[src/design/lr_pkg.sv]
`default_nettype none
package lr_pkg;
  localparam int COORD_BITS = 12;
  localparam int COLOR_BITS = 24;

  localparam logic MODE_START = 1'b0;
  localparam logic MODE_NEXT  = 1'b1;

  localparam logic [1:0] OCT_SHALLOW_UP = 2'd0;
  localparam logic [1:0] OCT_STEEP_UP   = 2'd1;
  localparam logic [1:0] OCT_SHALLOW_DN = 2'd2;
  localparam logic [1:0] OCT_STEEP_DN   = 2'd3;
endpackage
`default_nettype wire

[src/design/lr_in_if.sv]
`default_nettype none
interface lr_in_if #(
  parameter int COORD_BITS = lr_pkg::COORD_BITS
);
  logic                                valid;
  logic                                ready;
  logic                                mode;
  logic signed [COORD_BITS-1:0]        start_x;
  logic signed [COORD_BITS-1:0]        start_y;
  logic signed [COORD_BITS-1:0]        end_x_in;
  logic signed [COORD_BITS-1:0]        end_y_in;
  logic        [lr_pkg::COLOR_BITS-1:0] pen_color;

  modport source (output valid, mode, start_x, start_y, end_x_in, end_y_in, pen_color,
                  input ready);
  modport sink   (input valid, mode, start_x, start_y, end_x_in, end_y_in, pen_color,
                  output ready);
endinterface
`default_nettype wire

[src/design/lr_out_if.sv]
`default_nettype none
interface lr_out_if #(
  parameter int COORD_BITS = lr_pkg::COORD_BITS
);
  logic                                valid;
  logic                                ready;
  logic signed [COORD_BITS-1:0]        pixel_x;
  logic signed [COORD_BITS-1:0]        pixel_y;
  logic        [lr_pkg::COLOR_BITS-1:0] pixel_color;
  logic                                last_pixel;
  logic                                pixel_valid;

  modport source (output valid, pixel_x, pixel_y, pixel_color, last_pixel, pixel_valid,
                  input ready);
  modport sink   (input valid, pixel_x, pixel_y, pixel_color, last_pixel, pixel_valid,
                  output ready);
endinterface
`default_nettype wire

[src/design/line_rasterizer_unit.sv]
`default_nettype none
// Midpoint line rasterizer, one pixel per request. A start request (mode 0) loads two
// endpoints and a color and yields the first pixel; each next request (mode 1) yields
// the following pixel, last_pixel marks the end of the line, and a next request with no
// line in progress yields pixel_valid 0 with all other fields zero. A start request
// abandons any line in progress. Requests are taken every clock while the consumer takes
// results: a setup register (endpoint ordering, deltas, octant and error term, independent
// of the running line) feeds a single step stage (one add and compare on the error term)
// into the result register, so the sustained rate is one pixel per clock while the
// consumer takes results.
module line_rasterizer_unit #(
  parameter int COORD_BITS = lr_pkg::COORD_BITS
) (
  input  wire logic clk,
  input  wire logic rst,
  lr_in_if.sink     req,
  lr_out_if.source  pix
);
  localparam int W = COORD_BITS + 5;
  localparam int CB = lr_pkg::COLOR_BITS;
  localparam logic signed [COORD_BITS-1:0] ONE = COORD_BITS'(1);

  // setup stage
  logic                   s1_valid;
  logic                   s1_mode;
  logic signed [COORD_BITS-1:0] s1_x, s1_y, s1_stop_x, s1_stop_y;
  logic signed [W-1:0]    s1_dec, s1_step_a, s1_step_b;
  logic [1:0]             s1_oct;
  logic [CB-1:0]          s1_color;

  // line state
  logic                   line_active;
  logic signed [COORD_BITS-1:0] cur_x, cur_y, stop_x, stop_y;
  logic signed [W-1:0]    decision, step_a, step_b;
  logic [1:0]             octant_case;
  logic [CB-1:0]          held_color;

  // result register
  logic                   res_valid;
  logic signed [COORD_BITS-1:0] res_x, res_y;
  logic [CB-1:0]          res_color;
  logic                   res_last, res_px;

  logic advance;
  assign advance   = !res_valid || pix.ready;
  assign req.ready = !s1_valid || advance;

  // setup logic
  logic                   swap;
  logic signed [COORD_BITS-1:0] a_x, a_y, b_x, b_y;
  logic signed [W-1:0]    dx, dy, ady, tdx, tdy;
  logic [1:0]             oct_set;
  logic signed [W-1:0]    dec_set, sa_set, sb_set;

  always_comb begin
    swap = req.start_x > req.end_x_in;
    a_x  = swap ? req.end_x_in : req.start_x;
    a_y  = swap ? req.end_y_in : req.start_y;
    b_x  = swap ? req.start_x  : req.end_x_in;
    b_y  = swap ? req.start_y  : req.end_y_in;
    dx   = W'(b_x) - W'(a_x);
    dy   = W'(b_y) - W'(a_y);
    ady  = (dy < 0) ? -dy : dy;
    tdx  = dx <<< 1;
    tdy  = dy <<< 1;
    if (dy > 0) begin
      oct_set = (dx > dy) ? lr_pkg::OCT_SHALLOW_UP : lr_pkg::OCT_STEEP_UP;
    end else begin
      oct_set = (dx > ady) ? lr_pkg::OCT_SHALLOW_DN : lr_pkg::OCT_STEEP_DN;
    end
    case (oct_set)
      lr_pkg::OCT_SHALLOW_UP: begin
        dec_set = tdy - dx;
        sa_set  = tdy;
        sb_set  = tdy - tdx;
      end
      lr_pkg::OCT_STEEP_UP: begin
        dec_set = dy - tdx;
        sa_set  = -tdx;
        sb_set  = tdy - tdx;
      end
      lr_pkg::OCT_SHALLOW_DN: begin
        dec_set = tdy + dx;
        sa_set  = tdy;
        sb_set  = tdy + tdx;
      end
      default: begin
        dec_set = dy + tdx;
        sa_set  = tdx;
        sb_set  = tdy + tdx;
      end
    endcase
  end

  always_ff @(posedge clk) begin
    if (rst) begin
      s1_valid <= 1'b0;
    end else if (req.valid && req.ready) begin
      s1_valid <= 1'b1;
    end else if (advance) begin
      s1_valid <= 1'b0;
    end
    if (req.valid && req.ready) begin
      s1_mode   <= req.mode;
      s1_x      <= a_x;
      s1_y      <= a_y;
      s1_stop_x <= b_x;
      s1_stop_y <= b_y;
      s1_dec    <= dec_set;
      s1_step_a <= sa_set;
      s1_step_b <= sb_set;
      s1_oct    <= oct_set;
      s1_color  <= req.pen_color;
    end
  end

  // step logic
  logic                   w_start, w_active;
  logic signed [COORD_BITS-1:0] w_x, w_y, w_stop_x, w_stop_y;
  logic signed [W-1:0]    w_dec, w_sa, w_sb;
  logic [1:0]             w_oct;
  logic [CB-1:0]          w_color;
  logic                   is_last, take_a;
  logic signed [COORD_BITS-1:0] x_next, y_next;
  logic signed [W-1:0]    dec_next;

  always_comb begin
    w_start  = s1_mode == lr_pkg::MODE_START;
    w_active = w_start || line_active;
    w_x      = w_start ? s1_x      : cur_x;
    w_y      = w_start ? s1_y      : cur_y;
    w_stop_x = w_start ? s1_stop_x : stop_x;
    w_stop_y = w_start ? s1_stop_y : stop_y;
    w_dec    = w_start ? s1_dec    : decision;
    w_sa     = w_start ? s1_step_a : step_a;
    w_sb     = w_start ? s1_step_b : step_b;
    w_oct    = w_start ? s1_oct    : octant_case;
    w_color  = w_start ? s1_color  : held_color;
    x_next   = w_x;
    y_next   = w_y;
    case (w_oct)
      lr_pkg::OCT_SHALLOW_UP: begin
        is_last = w_x == w_stop_x;
        take_a  = w_dec < 0;
        x_next  = w_x + ONE;
        if (!take_a) y_next = w_y + ONE;
      end
      lr_pkg::OCT_STEEP_UP: begin
        is_last = w_y == w_stop_y;
        take_a  = w_dec > 0;
        y_next  = w_y + ONE;
        if (!take_a) x_next = w_x + ONE;
      end
      lr_pkg::OCT_SHALLOW_DN: begin
        is_last = w_x == w_stop_x;
        take_a  = w_dec > 0;
        x_next  = w_x + ONE;
        if (!take_a) y_next = w_y - ONE;
      end
      default: begin
        is_last = w_y == w_stop_y;
        take_a  = w_dec < 0;
        y_next  = w_y - ONE;
        if (!take_a) x_next = w_x + ONE;
      end
    endcase
    dec_next = w_dec + (take_a ? w_sa : w_sb);
  end

  always_ff @(posedge clk) begin
    if (rst) begin
      res_valid   <= 1'b0;
      line_active <= 1'b0;
    end else if (advance) begin
      res_valid <= s1_valid;
      if (s1_valid && w_active) begin
        line_active <= !is_last;
      end
    end
    if (advance && s1_valid) begin
      res_px    <= w_active;
      res_last  <= w_active && is_last;
      res_x     <= w_active ? w_x : '0;
      res_y     <= w_active ? w_y : '0;
      res_color <= w_active ? w_color : '0;
      if (w_active) begin
        cur_x       <= x_next;
        cur_y       <= y_next;
        stop_x      <= w_stop_x;
        stop_y      <= w_stop_y;
        decision    <= dec_next;
        step_a      <= w_sa;
        step_b      <= w_sb;
        octant_case <= w_oct;
        held_color  <= w_color;
      end
    end
  end

  assign pix.valid       = res_valid;
  assign pix.pixel_x     = res_x;
  assign pix.pixel_y     = res_y;
  assign pix.pixel_color = res_color;
  assign pix.last_pixel  = res_last;
  assign pix.pixel_valid = res_px;

  a_last_is_pixel: assert property (@(posedge clk) disable iff (rst)
    pix.valid && pix.last_pixel |-> pix.pixel_valid)
    else $error("last_pixel without pixel_valid");

  a_idle_zero: assert property (@(posedge clk) disable iff (rst)
    pix.valid && !pix.pixel_valid |->
      pix.pixel_x == '0 && pix.pixel_y == '0 && pix.pixel_color == '0)
    else $error("idle result carries nonzero fields");

  a_last_ends_line: assert property (@(posedge clk) disable iff (rst)
    advance && s1_valid && w_active && is_last |=> !line_active)
    else $error("line still active after its last pixel");

  a_start_activates: assert property (@(posedge clk) disable iff (rst)
    advance && s1_valid && w_start && !is_last |=> line_active)
    else $error("start request did not open a line");
endmodule
`default_nettype wire
[src/flat_wrapper.sv]
// flat-port wrapper written by rule: the top's interface ports become plain ports
module line_rasterizer_unit_flat 
#(
  parameter int COORD_BITS = lr_pkg::COORD_BITS
)
  (clk, rst, req_valid, req_mode, req_start_x, req_start_y, req_end_x_in, req_end_y_in, req_pen_color, req_ready, pix_valid, pix_pixel_x, pix_pixel_y, pix_pixel_color, pix_last_pixel, pix_pixel_valid, pix_ready);
  lr_in_if #(.COORD_BITS(COORD_BITS)) req_i ();
  lr_out_if #(.COORD_BITS(COORD_BITS)) pix_i ();
  input  wire logic clk;
  input  wire logic rst;
  input wire logic [$bits(req_i.valid)-1:0] req_valid;
  input wire logic [$bits(req_i.mode)-1:0] req_mode;
  input wire logic [$bits(req_i.start_x)-1:0] req_start_x;
  input wire logic [$bits(req_i.start_y)-1:0] req_start_y;
  input wire logic [$bits(req_i.end_x_in)-1:0] req_end_x_in;
  input wire logic [$bits(req_i.end_y_in)-1:0] req_end_y_in;
  input wire logic [$bits(req_i.pen_color)-1:0] req_pen_color;
  output wire logic [$bits(req_i.ready)-1:0] req_ready;
  output wire logic [$bits(pix_i.valid)-1:0] pix_valid;
  output wire logic [$bits(pix_i.pixel_x)-1:0] pix_pixel_x;
  output wire logic [$bits(pix_i.pixel_y)-1:0] pix_pixel_y;
  output wire logic [$bits(pix_i.pixel_color)-1:0] pix_pixel_color;
  output wire logic [$bits(pix_i.last_pixel)-1:0] pix_last_pixel;
  output wire logic [$bits(pix_i.pixel_valid)-1:0] pix_pixel_valid;
  input wire logic [$bits(pix_i.ready)-1:0] pix_ready;
  assign req_i.valid = req_valid;
  assign req_i.mode = req_mode;
  assign req_i.start_x = req_start_x;
  assign req_i.start_y = req_start_y;
  assign req_i.end_x_in = req_end_x_in;
  assign req_i.end_y_in = req_end_y_in;
  assign req_i.pen_color = req_pen_color;
  assign req_ready = req_i.ready;
  assign pix_valid = pix_i.valid;
  assign pix_pixel_x = pix_i.pixel_x;
  assign pix_pixel_y = pix_i.pixel_y;
  assign pix_pixel_color = pix_i.pixel_color;
  assign pix_last_pixel = pix_i.last_pixel;
  assign pix_pixel_valid = pix_i.pixel_valid;
  assign pix_i.ready = pix_ready;
  line_rasterizer_unit #(.COORD_BITS(COORD_BITS)) u_core (.clk(clk), .rst(rst), .req(req_i), .pix(pix_i));
endmodule
[config.mk]
export PLATFORM = sky130hd
export DESIGN_NAME = line_rasterizer_unit_flat
export DESIGN_NICKNAME = d
export VERILOG_FILES = /design/src/design/lr_pkg.sv /design/src/design/lr_in_if.sv /design/src/design/lr_out_if.sv /design/src/design/line_rasterizer_unit.sv /design/src/flat_wrapper.sv
export SDC_FILE = /design/constraint.sdc
export NUM_CORES = 1
export LEC_CHECK = 0
export BUFFER_PORTS_ARGS = -buffer_cell sky130_fd_sc_hd__buf_2
export CORE_MARGIN = 8
export CORE_UTILIZATION = 60
export DETAILED_ROUTE_END_ITERATION = 8
export PLACE_DENSITY = 0.79
export SETUP_SLACK_MARGIN = 0.05
export SLEW_MARGIN = 20
export SYNTH_ARGS = -nofsm -noshare
export SYNTH_HDL_FRONTEND = slang
export SYNTH_SLANG_ARGS = --single-unit
[constraint.sdc]
create_clock -name clk -period 32.4 [get_ports clk]
set_clock_uncertainty 0.2 [all_clocks]
set_input_delay 6.48 -clock clk [delete_from_list [all_inputs] [get_ports clk]]
set_output_delay 6.48 -clock clk [all_outputs]
set_load 0.02 [all_outputs]
==> results of run 1 <==
-- cells in the mapped netlist (all sizes together), types with 12 or more instances --
| library cell | n |
|---|---|
| nor2 | 158 |
| and3 | 23 |
| nor2b | 31 |
| a22oi | 15 |
| xnor2 | 110 |
| mux2i | 35 |
| nand2b | 23 |
| or3 | 16 |
| a221oi | 13 |
| xor2 | 26 |
| o21bai | 25 |
| a211oi | 12 |
| a21o | 23 |
| nor3 | 25 |
| mux2 | 113 |
| nand4 | 13 |
| nand2 | 190 |
| nand3 | 37 |
| and2 | 39 |
| a21oi | 113 |
| ha | 119 |
| edfxtp | 295 |
| clkbuf | 39 |
| inv | 100 |
| o21ai | 132 |
| buf | 41 |
-- worst max-delay path, delay by kind of cell --
| kind | cells | cell delay [ps] |
|---|---|---|
| buffers and inverters | 5 | 1450 |
| xor gates and xnor gates | 3 | 510 |
| adders and majority gates | 5 | 1970 |
| AOI/OAI and AO/OA | 17 | 3530 |
| and+or+nand+nor | 7 | 2000 |
-- flip-flops by register name (all words and copies together) (netlist names), 2 cells and up --
register / cells
u_core.cur_x: 12
u_core.s1_oct: 2
u_core.s1_y: 12
u_core.stop_x: 12
u_core.held_color: 24
u_core.cur_y: 12
u_core.s1_stop_x: 12
u_core.s1_dec: 15
u_core.s1_stop_y: 12
u_core.pix.pixel_x: 12
u_core.stop_y: 12
u_core.s1_step_a: 16
u_core.step_b: 17
u_core.pix.pixel_color: 24
u_core.step_a: 17
u_core.octant_case: 2
u_core.decision: 17
u_core.s1_color: 24
u_core.s1_step_b: 14
u_core.pix.pixel_y: 12
u_core.s1_x: 12
-- final cells by class --
cell class | count | area (µm²)
multi-input cells | 1477 | 10700
inverters | 101 | 382
fillers | 2546 | 11100
clock inverters | 20 | 215
flip-flops and latches | 298 | 8920
repair buffers | 155 | 863
well taps | 448 | 561
clock buffers | 35 | 791
-- cells in the final DEF, fill, tap and decap left out, types with 22 or more instances in the layout --
cell type and instances:
o21ai_0 117, xnor2_1 108, nand2_1 189, edfxtp_1 295
nor2b_1 30, mux2_2 113, mux2i_1 35, and3_1 23
nor3_1 22, and2_1 38, inv_1 92, buf_2 128
a21o_1 23, ha_1 119, buf_4 26, nand3_1 37
clkbuf_16 31, o21bai_1 25, nor2_1 156, xor2_1 26
a21oi_1 110, nand2b_1 22
-- power by group --
group          leakage [nW]  internal [mW]  switching [mW]  total (mW)
logic                  5.45          0.344           0.527       0.872
clock network         0.497          0.207           0.146       0.352
registers              2.83          0.522          0.0180       0.540
-- per-layer routing --
metal  global-route usage  routed length [µm]  vias to the layer above
met4               0.0891                1810                        6
li1                     -                   -                     7407
met2                0.406               23400                      709
met1                0.375               23700                     7579
met5                    0                  29                        -
met3               0.0297                4410                      118
-- logic make-up (layout without fill, tap and decap cells) --
kind of cell / count (synthesis) / in the layout
other: 1 / 4
muxes: 148 / 148
buffers and inverters: 181 / 311
DFF: 298 / 298
and+or+nand+nor: 587 / 587
adders and majority gates: 134 / 134
xor gates and xnor gates: 137 / 137
AOI/OAI and AO/OA: 467 / 467
-- per-stage QoR --
step / total power [mW] / area, µm² / setup WS [ps] / util / hold slack (ps)
floorplan: 1.18 / 20300 / 17720 / - / 279
global placement: 1.36 / 21400 / 16380 / 0.639 / 299
detailed placement: 1.39 / 21400 / 16060 / 0.639 / 316
CTS: 1.75 / 22400 / 16610 / 0.669 / 327
global route: 1.87 / 22400 / 15700 / 0.670 / 354
finish: 1.76 / 22400 / 16500 / 0.670 / 324
-- how the worst max path moves through the flow --
| stage | from | endpoint | slack, ps | depth (start not counted) |
|---|---|---|---|---|
| 6_report | req_end_x_in[11] | u_core.s1_dec[15] | 16500 | 37 |
| 5_1_grt | req_end_x_in[11] | u_core.s1_dec[13] | 15700 | 37 |
| 4_1_cts | req_end_x_in[11] | u_core.s1_dec[13] | 16610 | 37 |
| 3_5_place_dp | req_end_x_in[11] | u_core.s1_dec[15] | 16060 | 37 |
| 3_3_place_gp | req_end_x_in[11] | u_core.s1_dec[13] | 16380 | 37 |
| 2_1_floorplan | req_end_x_in[9] | u_core.s1_dec[13] | 17720 | 42 |
==> impl_metrics.py, run 1 <==
metrics = {
    "routing": {
        "antenna_left": 0,
        "drc_errors": 0,
        "viasPerCell": 6.24,
        "drt_wl_total_um": 53400,
        "wl_per_cell_um": 21.1,
        "drt_iter0_markers": 1610,
        "vias": 15819,
        "drtPass1Iterations": 5,
    },
    "setup_path": {
        "rr_startpoint": "u_core.s1_mode",
        "cp.required_ps": 32480,
        "critPathLaunchType": "input pin",
        "crit_top_cell": "ha_1",
        "slowest_stage": "ha_1",
        "slowest_delay_ps": 670,
        "r2r_setup_slack_ps": 23570,
        "worstReg2RegEnd": "u_core.decision[16]",
        "arrival_ps": 15980,
        "critical_path_class": "in -> reg",
        "cp_max_fo": 61,
        "worst-r2r-cell-count": 26,
        "end_kind": "flip-flop",
    },
    "floorplan": {
        "io_pins": 129,
        "die_area_um2": 40000,
        "core_area_um2": 33400,
        "fp.dieH_um": 200,
        "start_util": 0.607,
        "num_rows": 67,
        "chipWidth_um": 200,
    },
    "timing": {
        "finalCriticalPeriod_ps": 15900,
        "fmax_ghz": 0.0629,
        "worst_pin_slew_ps": 987,
        "period_share": 0.491,
        "fin_setup_tns_ps": 0,
        "hold_viol": 0,
        "setup_violations": 0,
        "rsz0062_at_grt": "false",
        "max_slew_margin": 0.324,
        "maxSlewViolCount": 0,
    },
    "clock_tree": {
        "clock_latency_ps": 560,
        "postCtsSetupRepairBufs": 0,
        "cts_tree": "yes",
        "cts-buffers-inserted": 30,
        "cts.clk_slew.worst_paths_ps": 60,
        "cts_root_buf": "clkbuf_16",
        "htreeDepth": 1,
        "cts_resized": 0,
        "cts_max_path_buffers": 3,
        "ctsHoldBuffers": 0,
        "numClockSinks": 298,
    },
    "flow_run": {
        "cap_violations": 0,
    },
    "placement": {
        "routabilityCongestion": 1.03,
        "dp_cells": 2478,
        "hpwl_um": 39300,
        "io_buffers": 128,
    },
    "yosys": {
        "synth_edf_count": 295,
        "synthSimpleGateAreaFrac": 0.141,
        "syn_inst": 1953,
        "synth_warnings": 0,
        "yosysSeqAreaShare": 0.439,
        "synth_area_leaders": "edfxtp_1, ha_1, mux2_2",
        "synth_area_um2": 20300,
        "synth_compound_area_frac": 0.158,
        "async_flop_share": 0,
        "avgSynthCellArea_um2": 10.4,
        "netlist.top_cell.by_area": "edfxtp_1",
        "ys_ff_latch": 298,
        "synthAdderAreaFrac": 0.0832,
        "synthFlopType": "edfxtp_1",
        "synth_top_family_by_area": "compound AO/OA/AOI/OAI gates",
        "synth_top_area_share": 0.436,
        "synth_cell_type_count": 109,
        "synthXorXnorAreaFrac": 0.0605,
        "synth_mux_area_frac": 0.0799,
    },
    "global_routing": {
        "grt_pass1_wl_um": 83200,
        "grt_pass1_vias": 15094,
        "grtUsageTotal": 0.261,
        "grt_max_degree": 82,
        "gr-total-overflow": 0,
        "antenna_found_initial": 4,
    },
    "pwr": {
        "ir_worst_vdd_uv": 40.8,
        "leakage_nw": 8.78,
        "power.density_nw_per_um2": 78.8,
    },
    "status": {
        "status": "completed",
    },
    "hold_path": {
        "hold_depth": 2,
        "min_to": "u_core.pix.valid",
        "hp-start": "u_core.s1_valid",
        "hp-class": "reg -> reg",
    },
    "final_layout": {
        "num_antenna_cells": 0,
        "fin_cells": 2534,
        "final_nets": 2264,
        "syn_to_final_growth_pct": 10.3,
        "drive_gt1_frac": 0.179,
    },
}
Power figures use the tool's default switching activity.
==> run 2: changes to the inputs <==
--- a/config.mk
+++ b/config.mk
@@ -7,9 +7,9 @@
 export LEC_CHECK = 0
 export BUFFER_PORTS_ARGS = -buffer_cell sky130_fd_sc_hd__buf_2
 export CORE_MARGIN = 8
-export CORE_UTILIZATION = 60
+export CORE_UTILIZATION = 56
 export DETAILED_ROUTE_END_ITERATION = 8
-export PLACE_DENSITY = 0.79
+export PLACE_DENSITY = 0.77
 export SETUP_SLACK_MARGIN = 0.05
 export SLEW_MARGIN = 20
 export SYNTH_ARGS = -nofsm -noshare
==> constraint.sdc (replaced) <==
create_clock -name clk -period 14.5 [get_ports clk]
set_clock_uncertainty 0.2 [all_clocks]
set_input_delay 2.9 -clock clk [delete_from_list [all_inputs] [get_ports clk]]
set_output_delay 2.9 -clock clk [all_outputs]
set_load 0.02 [all_outputs]
==> run 2 against run 1 <==
Compared with the run above:
- core utilization fell by 3.7 points
- sequential power is 120% higher
- register-to-register slack got worse by 17000 ps
- die area increased by 6.6%
- cell count increased by 0.55%
- sequential share of layout area down 0.26 points
- power up 130%
- hold slack got worse by 9.1 ps
==> impl_metrics.py, run 2 (synthesis results as in run 1) <==
metrics = {
    "clock_tree": {
        "cts-buffers-inserted": 31,
        "clock_latency_ps": 560,
        "cts_max_path_buffers": 3,
        "cts_tree": "yes",
        "postCtsSetupRepairBufs": 0,
        "cts_resized": 0,
        "cts.clk_slew.worst_paths_ps": 60,
        "cts_root_buf": "clkbuf_16",
        "htreeDepth": 1,
        "numClockSinks": 298,
        "ctsHoldBuffers": 0,
    },
    "floorplan": {
        "die_area_um2": 42600,
        "io_pins": 129,
        "start_util": 0.570,
        "num_rows": 69,
        "fp.dieH_um": 206,
        "chipWidth_um": 206,
        "core_area_um2": 35700,
    },
    "status": {
        "status": "completed",
    },
    "routing": {
        "vias": 15715,
        "drtPass1Iterations": 6,
        "wl_per_cell_um": 21.0,
        "route.met3.wl_um": 3690,
        "drt_iter0_markers": 1441,
        "wl_met2_um": 24600,
        "wl_met1_um": 23900,
        "antenna_left": 0,
        "drt_wl_total_um": 53600,
        "viasPerCell": 6.17,
        "maxUsedRoutingLayer": "met4",
        "drc_errors": 0,
    },
    "global_routing": {
        "antenna_found_initial": 2,
        "grt_pass1_wl_um": 83800,
        "grt_pass1_vias": 15202,
        "gr-total-overflow": 0,
        "grt_max_degree": 131,
        "grtUsageTotal": 0.247,
    },
    "timing": {
        "worst_slack_ps": 2470,
        "setup_violations": 0,
        "rsz0062_at_grt": "false",
        "fmax_ghz": 0.0831,
        "hold_viol": 0,
        "finalCriticalPeriod_ps": 12030,
        "max_slew_margin": 0.298,
        "period_share": 0.830,
        "worst_pin_slew_ps": 1050,
        "fin_setup_tns_ps": 0,
        "hold_slack_ps": 315,
        "maxSlewViolCount": 0,
    },
    "setup_path": {
        "slowest_stage": "or4_4",
        "crit_family": "compound AO/OA/AOI/OAI gates",
        "cp.required_ps": 14610,
        "cp_max_fo": 61,
        "crit_top_cell": "a21oi_1",
        "rr_startpoint": "u_core.s1_mode",
        "worstReg2RegEnd": "u_core.decision[16]",
        "arrival_ps": 12140,
        "r2r_setup_slack_ps": 6950,
        "critPathLaunchType": "input pin",
        "slowest_delay_ps": 680,
        "path_buf_inv": 3,
        "critical_path_class": "in -> reg",
        "end_kind": "flip-flop",
        "worst-r2r-cell-count": 25,
    },
    "final_layout": {
        "multi_input_area_um2": 10700,
        "nFillCells": 2782,
        "num_antenna_cells": 0,
        "layout_commonest_cell": "edfxtp_1",
        "drive_gt1_frac": 0.181,
        "syn_to_final_growth_pct": 11.0,
        "fin_cells": 2548,
        "stdcell_area_um2": 22500,
        "final_nets": 2264,
        "most-common-layout-cells": "edfxtp_1, nand2_1, nor2_1, buf_2, ha_1",
        "final_core_util": 0.632,
        "regArea_um2": 8920,
    },
    "pwr": {
        "power.density_nw_per_um2": 179,
        "leakage_nw": 8.84,
        "power.total_mw": 4.03,
        "ir_worst_vdd_uv": 109,
    },
    "placement": {
        "routabilityCongestion": 0.976,
        "pre_cts_ws_ps": 2070,
        "hpwl_um": 40000,
        "io_buffers": 128,
        "placed_area_um2": 21400,
        "dp_cells": 2491,
    },
    "flow_run": {
        "cap_violations": 0,
    },
    "hold_path": {
        "min_to": "u_core.pix.valid",
        "hp-start": "u_core.s1_valid",
        "hp-class": "reg -> reg",
        "hold_depth": 2,
    },
}
run 2: changes by cell type in the layout (fill, tap and decap cells not counted), sizes merged:
cell,before,now
buf,155,154
clkinv,16,9
clkbuf,35,37
inv,101,102
bufinv,4,9
clkinvlp,0,1
run 2: power by group:
part           switching (mW)  total, mW  internal [mW]
logic                    1.17       1.94          0.770
registers              0.0367       1.20           1.17
clock network           0.324      0.886          0.562
total                    1.53       4.03           2.50
run 2: metal layers:
layer / GRT usage / vias to the layer above
met5: 0 / -
met4: 0.0753 / 0
met3: 0.0273 / 91
met2: 0.405 / 597
met1: 0.342 / 7617
li1: - / 7410
run 2: worst max-delay path by stage:
stage | depth (start not counted) | slack (ps) | start | end
2_1_floorplan | 42 | 3400 | req_end_x_in[9] | u_core.s1_dec[13]
3_3_place_gp | 38 | 2280 | req_end_x_in[11] | u_core.s1_dec[13]
3_5_place_dp | 38 | 2070 | req_end_x_in[11] | u_core.s1_dec[13]
4_1_cts | 38 | 2630 | req_end_x_in[11] | u_core.s1_dec[13]
5_1_grt | 38 | 1700 | req_end_x_in[11] | u_core.s1_dec[13]
6_report | 38 | 2470 | req_end_x_in[11] | u_core.s1_dec[13]
run 2: area by class of cell:
type	instances	area share
clock buffers	37	0.0363
clock inverters	20	0.0148
inverters	101	0.0169
multi-input cells	1477	0.473
flip-flops and latches	298	0.396
well taps	461	0.0256
repair buffers	154	0.0376
run 2: worst min-delay path: cells and delay by family, from the launching register on:
kind / cells / cell delay (ps)
DFF: 1 / 330
and+or+nand+nor: 2 / 140
